File: config.mk
export PLATFORM = sky130hd
export DESIGN_NAME = id_bus_request_responder_core
export DESIGN_NICKNAME = d
export VERILOG_FILES = /design/src/sv/idbr_pkg.sv /design/src/sv/idbr_front.sv /design/src/sv/idbr_queue.sv /design/src/sv/idbr_back.sv /design/src/sv/id_bus_request_responder_core.sv
export SDC_FILE = /design/constraint.sdc
export NUM_CORES = 1
export LEC_CHECK = 0
export BUFFER_PORTS_ARGS = -buffer_cell sky130_fd_sc_hd__buf_2
export CORE_ASPECT_RATIO = 1.4
export CORE_MARGIN = 4
export CORE_UTILIZATION = 40
export DETAILED_ROUTE_END_ITERATION = 10
export PLACE_DENSITY_LB_ADDON = 0.05
export SYNTH_ARGS = -nofsm -noshare
export SYNTH_HDL_FRONTEND = slang
export SYNTH_SLANG_ARGS = --single-unit
File: constraint.sdc
create_clock -name i_clk -period 3.5 [get_ports i_clk]
set_input_delay 0.525 -clock i_clk [delete_from_list [all_inputs] [get_ports i_clk]]
set_output_delay 0.525 -clock i_clk [all_outputs]
set_load 0.02 [all_outputs]
File: src/sv/idbr_pkg.sv
// Shared types, codes and the answer table of the identification bus responder.
// No dependencies; every other file of the block imports this package.
package idbr_pkg;

    // Default sizing, handed down from the top level
    localparam int REQUEST_BYTES_DEF     = 4;
    localparam int PRESSES_FOR_RESET_DEF = 5;

    // Depth of the job queue between front and back
    localparam int QUEUE_DEPTH = 4;

    // Bus byte (bit-reversed) that opens a request
    localparam logic [7:0] OPEN_BYTE = 8'h74;

    // Bytes in one answer
    localparam int ANSWER_LEN = 8;

    // Bus phase of the responder
    typedef enum logic [1:0] {
        PH_RESTART = 2'd0,
        PH_WAIT    = 2'd1,
        PH_READ    = 2'd2,
        PH_JTAG    = 2'd3
    } t_phase;

    // Action to take on the next completed request
    typedef enum logic [1:0] {
        ACT_DEFAULT = 2'd0,
        ACT_RESET   = 2'd1,
        ACT_DFU1    = 2'd2,
        ACT_DFU2    = 2'd3
    } t_action;

    // Answer selection
    typedef enum logic [1:0] {
        ANS_SERIAL_JTAG = 2'd0,
        ANS_SERIAL      = 2'd1,
        ANS_RESET       = 2'd2,
        ANS_DFU         = 2'd3
    } t_answer;

    // Indication codes on the result side
    typedef enum logic [1:0] {
        IND_NONE      = 2'd0,
        IND_DFU_ARMED = 2'd1,
        IND_RST_ARMED = 2'd2,
        IND_DFU_SENT  = 2'd3
    } t_ind;

    // Result kinds
    localparam logic KIND_BYTE = 1'b0;
    localparam logic KIND_WAKE = 1'b1;

    // One job for the back end: a wake pulse or a full answer
    typedef struct packed {
        logic    wake;
        t_answer ans;
        t_ind    ind;
    } t_job;

    // Byte idx of answer sel, first byte in the top lane of the row
    function automatic logic [7:0] answer_byte(t_answer sel, logic [2:0] idx);
        logic [63:0] row;
        unique case (sel)
            ANS_SERIAL_JTAG: row = 64'h75a0_0000_0000_0040;
            ANS_SERIAL:      row = 64'h7520_0010_0000_0092;
            ANS_RESET:       row = 64'h75c0_0000_0000_0083;
            ANS_DFU:         row = 64'h7520_0002_0000_00ad;
            default:         row = '0;
        endcase
        return row[8 * (3'd7 - idx) +: 8];
    endfunction

endpackage

File: src/sv/idbr_front.sv
// Front end: accepts bus bytes and button presses, tracks bus phase and
// pending action, and emits one job per item that produces results. Uses idbr_pkg.
module idbr_front
    import idbr_pkg::*;
#(
    parameter int REQUEST_BYTES     = REQUEST_BYTES_DEF,
    parameter int PRESSES_FOR_RESET = PRESSES_FOR_RESET_DEF
) (
    input  logic       i_clk,
    input  logic       i_rst_n,
    input  logic       i_accept,
    input  logic       i_command,
    input  logic [7:0] i_raw_byte,
    input  logic       i_cfg_we,
    input  logic       i_cfg_default_mode,
    output logic       o_job_valid,
    output t_job       o_job
);

    t_phase     r_phase,   n_phase;
    logic [2:0] r_br,      n_br;
    t_action    r_action,  n_action;
    logic [2:0] r_pc,      n_pc;
    logic       r_default_mode;

    logic [7:0] byte_rev;
    logic       is_open;
    logic [2:0] pc_inc;
    logic       press_rst;
    logic [2:0] br_inc;
    logic       req_done;

    // Bit-reverse the line byte and decode shared conditions
    always_comb begin
        for (int i = 0; i < 8; i++) begin
            byte_rev[i] = i_raw_byte[7 - i];
        end
        is_open   = (byte_rev == OPEN_BYTE);
        pc_inc    = r_pc + 3'd1;
        press_rst = (pc_inc >= 3'(PRESSES_FOR_RESET));
        br_inc    = r_br + 3'd1;
        req_done  = !((br_inc < 3'(REQUEST_BYTES)) && (br_inc != 3'd0));
    end

    // Next state
    always_comb begin
        n_phase  = r_phase;
        n_br     = r_br;
        n_action = r_action;
        n_pc     = r_pc;
        if (i_accept) begin
            if (i_command) begin
                n_pc     = press_rst ? 3'd0 : pc_inc;
                n_action = press_rst ? ACT_RESET : ACT_DFU1;
                n_phase  = PH_WAIT;
                n_br     = 3'd0;
            end else begin
                unique case (r_phase)
                    PH_RESTART, PH_WAIT: begin
                        n_phase = is_open ? PH_READ : PH_WAIT;
                        n_br    = is_open ? 3'd1 : 3'd0;
                    end
                    PH_READ: begin
                        if (!req_done) begin
                            n_br = br_inc;
                        end else begin
                            n_br    = 3'd0;
                            n_phase = PH_WAIT;
                            unique case (r_action)
                                ACT_DEFAULT: begin
                                    if (r_default_mode) begin
                                        n_phase = PH_JTAG;
                                    end
                                end
                                ACT_RESET: n_action = ACT_DEFAULT;
                                ACT_DFU1:  n_action = ACT_DFU2;
                                default:   n_action = ACT_DFU2;
                            endcase
                        end
                    end
                    default: begin
                        // JTAG held: hold everything until a press
                    end
                endcase
            end
        end
    end

    // Job output
    always_comb begin
        o_job_valid = 1'b0;
        o_job.wake  = KIND_WAKE;
        o_job.ans   = ANS_SERIAL;
        o_job.ind   = IND_NONE;
        if (i_accept) begin
            if (i_command) begin
                o_job_valid = 1'b1;
                o_job.ind   = press_rst ? IND_RST_ARMED : IND_DFU_ARMED;
            end else begin
                unique case (r_phase)
                    PH_RESTART: o_job_valid = 1'b1;
                    PH_READ: begin
                        o_job_valid = req_done;
                        o_job.wake  = 1'b0;
                        unique case (r_action)
                            ACT_DEFAULT: o_job.ans = r_default_mode ? ANS_SERIAL_JTAG
                                                                   : ANS_SERIAL;
                            ACT_RESET:   o_job.ans = ANS_RESET;
                            ACT_DFU1:    o_job.ans = ANS_RESET;
                            default: begin
                                o_job.ans = ANS_DFU;
                                o_job.ind = IND_DFU_SENT;
                            end
                        endcase
                    end
                    default: o_job_valid = 1'b0;
                endcase
            end
        end
    end

    // State registers
    always_ff @(posedge i_clk) begin
        if (!i_rst_n) begin
            r_phase        <= PH_RESTART;
            r_br           <= 3'd0;
            r_action       <= ACT_DFU1;
            r_pc           <= 3'd0;
            r_default_mode <= 1'b0;
        end else begin
            r_phase  <= n_phase;
            r_br     <= n_br;
            r_action <= n_action;
            r_pc     <= n_pc;
            if (i_cfg_we) begin
                r_default_mode <= i_cfg_default_mode;
            end
        end
    end

endmodule

File: src/sv/idbr_queue.sv
// Job queue between front and back end: a small register FIFO with
// first-word fall-through. Uses idbr_pkg for the job type and depth.
module idbr_queue
    import idbr_pkg::*;
(
    input  logic i_clk,
    input  logic i_rst_n,
    input  logic i_wr,
    input  t_job i_wr_job,
    input  logic i_rd,
    output logic o_valid,
    output t_job o_job,
    output logic o_full
);

    localparam int PTR_W = $clog2(QUEUE_DEPTH);
    localparam int CNT_W = $clog2(QUEUE_DEPTH + 1);

    t_job             r_mem [QUEUE_DEPTH];
    logic [PTR_W-1:0] r_wr_ptr, n_wr_ptr;
    logic [PTR_W-1:0] r_rd_ptr, n_rd_ptr;
    logic [CNT_W-1:0] r_count,  n_count;
    logic             do_wr, do_rd;

    assign o_valid = (r_count != '0);
    assign o_full  = (r_count == CNT_W'(QUEUE_DEPTH));
    assign o_job   = r_mem[r_rd_ptr];
    assign do_wr   = i_wr && !o_full;
    assign do_rd   = i_rd && o_valid;

    // Advance pointers and fill count
    always_comb begin
        n_wr_ptr = do_wr ? PTR_W'((CNT_W + 1)'(r_wr_ptr) + 1'b1) : r_wr_ptr;
        n_rd_ptr = do_rd ? PTR_W'((CNT_W + 1)'(r_rd_ptr) + 1'b1) : r_rd_ptr;
        n_count  = r_count;
        if (do_wr && !do_rd) begin
            n_count = r_count + 1'b1;
        end else if (do_rd && !do_wr) begin
            n_count = r_count - 1'b1;
        end
    end

    always_ff @(posedge i_clk) begin
        if (!i_rst_n) begin
            r_wr_ptr <= '0;
            r_rd_ptr <= '0;
            r_count  <= '0;
        end else begin
            r_wr_ptr <= n_wr_ptr;
            r_rd_ptr <= n_rd_ptr;
            r_count  <= n_count;
        end
    end

    // Store jobs
    always_ff @(posedge i_clk) begin
        if (do_wr) begin
            r_mem[r_wr_ptr] <= i_wr_job;
        end
    end

endmodule

File: src/sv/idbr_back.sv
// Back end: takes jobs from the queue and plays out a wake pulse or the
// eight bytes of an answer into the output register. Uses idbr_pkg.
module idbr_back
    import idbr_pkg::*;
(
    input  logic       i_clk,
    input  logic       i_rst_n,
    input  logic       i_job_valid,
    input  t_job       i_job,
    output logic       o_job_take,
    input  logic       i_pop,
    output logic       o_empty,
    output logic       o_kind,
    output logic [7:0] o_data,
    output logic       o_last,
    output logic [1:0] o_indication
);

    logic       r_busy;
    t_job       r_job;
    logic [2:0] r_idx;
    logic       r_out_valid;
    logic       r_kind;
    logic [7:0] r_data;
    logic       r_last;
    t_ind       r_ind;

    logic       out_free;
    logic       emit;
    logic       cur_last;

    assign out_free   = !r_out_valid || i_pop;
    assign emit       = r_busy && out_free;
    assign cur_last   = r_job.wake || (r_idx == 3'(ANSWER_LEN - 1));
    assign o_job_take = i_job_valid && (!r_busy || (emit && cur_last));

    // Job and byte counter
    always_ff @(posedge i_clk) begin
        if (!i_rst_n) begin
            r_busy <= 1'b0;
        end else if (o_job_take) begin
            r_busy <= 1'b1;
        end else if (emit && cur_last) begin
            r_busy <= 1'b0;
        end
    end

    always_ff @(posedge i_clk) begin
        if (o_job_take) begin
            r_job <= i_job;
            r_idx <= 3'd0;
        end else if (emit) begin
            r_idx <= r_idx + 3'd1;
        end
    end

    // Output register: load on emit, drop on pop
    always_ff @(posedge i_clk) begin
        if (!i_rst_n) begin
            r_out_valid <= 1'b0;
        end else if (emit) begin
            r_out_valid <= 1'b1;
        end else if (i_pop) begin
            r_out_valid <= 1'b0;
        end
    end

    always_ff @(posedge i_clk) begin
        if (emit) begin
            r_kind <= r_job.wake ? KIND_WAKE : KIND_BYTE;
            r_data <= r_job.wake ? 8'h00 : answer_byte(r_job.ans, r_idx);
            r_last <= cur_last;
            r_ind  <= r_job.ind;
        end
    end

    assign o_empty      = !r_out_valid;
    assign o_kind       = r_kind;
    assign o_data       = r_data;
    assign o_last       = r_last;
    assign o_indication = r_ind;

endmodule

File: src/sv/id_bus_request_responder_core.sv
// Top level of the identification bus responder: front end, job queue and
// back end. Uses idbr_pkg, idbr_front, idbr_queue and idbr_back.
//
//  channel   handshake                  payload
//  input     push / full                i_command, i_raw_byte
//  result    empty / pop                o_kind, o_data, o_last, o_indication
//  config    i_cfg_valid / o_cfg_ready  i_cfg_default_mode
//
// One item is accepted per cycle while the four-entry job queue has room; an
// item is classified in the cycle it is accepted.
// The back end sends one result per cycle while its output register is free: a wake
// pulse is one result and an answer eight, so the answer playout sets the sustained result rate.
// Results appear from one output register, after the job queue and the back end's job register.
// Synchronous active-low reset; the block is ready in the cycle after it.
// A stalled result side backs up into the queue, and full rises when it fills.
module id_bus_request_responder_core
    import idbr_pkg::*;
#(
    parameter int REQUEST_BYTES     = REQUEST_BYTES_DEF,
    parameter int PRESSES_FOR_RESET = PRESSES_FOR_RESET_DEF
) (
    input  logic       i_clk,
    input  logic       i_rst_n,
    input  logic       push,
    output logic       full,
    input  logic       i_command,
    input  logic [7:0] i_raw_byte,
    output logic       empty,
    input  logic       pop,
    output logic       o_kind,
    output logic [7:0] o_data,
    output logic       o_last,
    output logic [1:0] o_indication,
    input  logic       i_cfg_valid,
    output logic       o_cfg_ready,
    input  logic       i_cfg_default_mode
);

    logic accept;
    logic job_valid;
    t_job job;
    logic q_valid;
    t_job q_job;
    logic q_take;

    assign o_cfg_ready = 1'b1;
    assign accept      = push && !full;

    // Classify items
    idbr_front #(
        .REQUEST_BYTES     (REQUEST_BYTES),
        .PRESSES_FOR_RESET (PRESSES_FOR_RESET)
    ) u_front (
        .i_clk              (i_clk),
        .i_rst_n            (i_rst_n),
        .i_accept           (accept),
        .i_command          (i_command),
        .i_raw_byte         (i_raw_byte),
        .i_cfg_we           (i_cfg_valid && o_cfg_ready),
        .i_cfg_default_mode (i_cfg_default_mode),
        .o_job_valid        (job_valid),
        .o_job              (job)
    );

    // Buffer jobs
    idbr_queue u_queue (
        .i_clk    (i_clk),
        .i_rst_n  (i_rst_n),
        .i_wr     (job_valid),
        .i_wr_job (job),
        .i_rd     (q_take),
        .o_valid  (q_valid),
        .o_job    (q_job),
        .o_full   (full)
    );

    // Play out results
    idbr_back u_back (
        .i_clk        (i_clk),
        .i_rst_n      (i_rst_n),
        .i_job_valid  (q_valid),
        .i_job        (q_job),
        .o_job_take   (q_take),
        .i_pop        (pop),
        .o_empty      (empty),
        .o_kind       (o_kind),
        .o_data       (o_data),
        .o_last       (o_last),
        .o_indication (o_indication)
    );

    // Output register is empty right after reset
    assert property (@(posedge i_clk) !i_rst_n |=> empty)
        else $error("result pending after reset");

    // A wake pulse carries zero data and ends its transaction group
    assert property (@(posedge i_clk) disable iff (!i_rst_n)
        (!empty && o_kind == KIND_WAKE) |-> (o_data == 8'h00 && o_last))
        else $error("malformed wake result");

    // The DFU-sent indication only rides on answer bytes
    assert property (@(posedge i_clk) disable iff (!i_rst_n)
        (!empty && o_indication == IND_DFU_SENT) |-> (o_kind == KIND_BYTE))
        else $error("DFU indication on wake result");

    // A job is never taken from an empty queue
    assert property (@(posedge i_clk) disable iff (!i_rst_n)
        q_take |-> q_valid)
        else $error("job taken from empty queue");

endmodule

==> reports/metrics.yaml <==
status: "complete, no violations"
hold_violations: 0
ant_nets: 0
chipWidth_um: 79.5
end_kind: "register"
stdcell_count: 373
core_um2: 6980
drt_iter0_markers: 76
die_h_um: 108
antenna_cells: 0
grt.total_usage: 0.136
grt_max_degree: 14
drc: 0
clockBufferDepth: 2
dp_cells: 357
hpwl_um: 3830
globalplace.congestion: 0.733
rrSetupSlack_ps: 780
numPortBuffers: 28
worst_ep_required_time_ps: 3770
ctsResizeCount: 0
fin_crit_sh: 0.776
synth.net_count: 276
grt_pass1_wl_um: 8850
rsz0062_at_grt: "no"
clock_latency_ps: 330
final_max_slew_viol_count: 0
drive_gt1_frac: 0.216
cts_sinks: 60
viasPerCell: 4.92
maxSlewHeadroom: 0.659
arrival_ps: 2980
cts.clk_slew.worst_paths_ps: 70
ctsRootBufferMaster: "clkbuf_8"
max_freq_mhz: 368
synth_cell_type_count: 49
post_drt_wl_per_cell_um: 13.5
avgSynthCellArea_um2: 11.9
post_cts_buffers: 0
async_flop_share: 0
ios: 30
syn2layout_area_growth_pct: 15.7
dieArea_um2: 8590
multiInputGateArea_um2: 1160
regArea_um2: 1570
hold_class: "reg -> reg"
start_util: 0.410
setup_tns_ps: 0
setup_violations: 0
synth-edff-count: 37
startpoint_type: "register"
antenna_found_initial: 0
ir_drop_mv: 0.311
cts_made_buffers: 9
yosys_most_used_dff: "edfxtp_1"
ctsHoldBuffers: 0
vias: 1836
path_max_fanout: 10
yosys_register_bits: 60
tightest_slew_ps: 508
cts.htree.levels: 3
syn_inst: 240
fin_nets: 309
post-route-min-period_ps: 2720
rows: 36
final_util: 0.474
cts_tree: "yes"
yosysSeqAreaShare: 0.549
crit_type: "reg -> reg"
grt_pass1_vias: 1906
drt-total-wl_um: 5030
cellPowerDensity_nw_per_um2: 722
maxCapViolCount: 0
n_fill_cell: 644
first_pass_iters: 4
holdWs_ps: 422
leakage_nw: 1.36
finalClockSkew_ps: 6.71
grt_overflow: 0
ys_warn_count: 0
netlist_area_um2: 2860
## report_power, final
part / switching (mW) / internal (mW) / total, mW
clock: 0.272 / 0.420 / 0.692
combinational: 0.362 / 0.273 / 0.635
sequential: 0.120 / 0.946 / 1.07
## state kept, by name, summed over array words and instances (netlist names), 2 cells and up
name / cells
u_front.r_pc: 3
u_front.r_br: 3
u_queue.r_rd_ptr: 2
u_front.r_action: 2
u_queue.r_mem: 20
u_queue.r_count: 3
u_back.o_indication: 2
u_back.r_idx: 3
u_back.r_job: 5
u_front.r_phase: 2
u_queue.r_wr_ptr: 2
u_back.o_data: 8
## metal layers
layer,share of wire,up-vias,track usage
met5,0,-,0
met4,0.021,0,0.0774
met3,0.045,10,0.0383
met2,0.56,38,0.249
met1,0.38,861,0.135
li1,-,927,-
## cells in the final DEF, fill, tap and decap left out, types with 2 or more instances in the layout
master / instances
a211oi_1: 2
a21oi_1: 13
a32o_1: 2
and2_1: 5
and3_1: 2
buf_2: 28
bufinv_16: 2
clkbuf_8: 10
clkinv_2: 2
dfxtp_1: 23
edfxtp_1: 37
ha_1: 20
inv_1: 22
mux2i_1: 11
mux4_2: 5
nand2_1: 13
nand2b_1: 3
nand3_1: 3
nor2_1: 23
nor2b_1: 2
nor3_1: 4
nor3b_1: 2
nor4_1: 2
nor4b_1: 2
o211ai_2: 2
o21ai_0: 7
o31ai_1: 3
xnor2_1: 2
xor2_1: 3
## per-stage QoR
stage                     total power [mW]  cell area (um2)  worst slack [ps]
after floorplan                       1.56             2860              1010
after global placement                1.73             3090               870
after detailed placement              1.73             3090               790
after CTS                             2.43             3310               770
after global routing                  2.56             3310               527
final                                 2.39             3310               784
## final timing paths
check | start | endpoint | cells after the start
max | u_back.r_idx[1] | u_queue.r_count[2] | 12
min | u_back.r_job[0] | u_back.o_indication[0] | 0
max reg2reg | u_back.r_idx[1] | u_queue.r_count[2] | 12
min reg2reg | u_back.r_job[0] | u_back.o_indication[0] | 0
## worst max-delay path, cell delays in order, from the launching register on
cell,delay (ps)
dfxtp_1,370
ha_1,200
ha_1,190
nor2_1,130
o21ai_0,150
o31a_2,230
inv_1,100
ha_1,170
inv_1,60
fa_1,430
xor2_1,170
or3_1,310
a21oi_1,140
## cell type report
type | instances | share of cell area
clock buffers | 10 | 0.0416
well taps | 95 | 0.0359
clock inverters | 6 | 0.0261
flip-flops and latches | 60 | 0.474
repair buffers | 29 | 0.0446
multi-input cells | 150 | 0.351
inverters | 23 | 0.0261
## logic make-up (layout without fill, tap and decap cells)
group | after synthesis | count (layout) | synth area share
muxes | 16 | 16 | 0.0778
DFF | 60 | 60 | 0.549
AOI/OAI and AO/OA | 36 | 36 | 0.0861
xor gates and xnor gates | 5 | 5 | 0.0153
and+or+nand+nor | 71 | 71 | 0.132
adders and majority gates | 21 | 21 | 0.0944
buffers and inverters | 30 | 68 | 0.0446
other | 1 | 1 | 0.00131
## synth_stat cells, types with 2 or more instances
master	number	area, um2
nor2_1	23	86.3
a211oi_1	2	15.0
and2_1	5	31.3
mux2i_1	11	110
nor3_1	4	20.0
a21oi_1	13	65.1
buf_2	3	15.0
ha_1	20	250
dfxtp_1	23	460
nor4b_1	2	17.5
and3_1	2	12.5
a32o_1	2	20.0
nand2_1	13	48.8
nand2b_1	3	18.8
o31ai_1	3	22.5
nor3b_1	2	15.0
edfxtp_1	37	1110
nor4_1	2	12.5
nor2b_1	2	12.5
o211ai_2	2	25.0
inv_1	22	82.6
clkbuf_1	2	7.51
xor2_1	3	26.3
o21ai_0	7	35.0
nand3_1	3	15.0
xnor2_1	2	17.5
mux4_2	5	113
(Power assumes the default switching activity.)
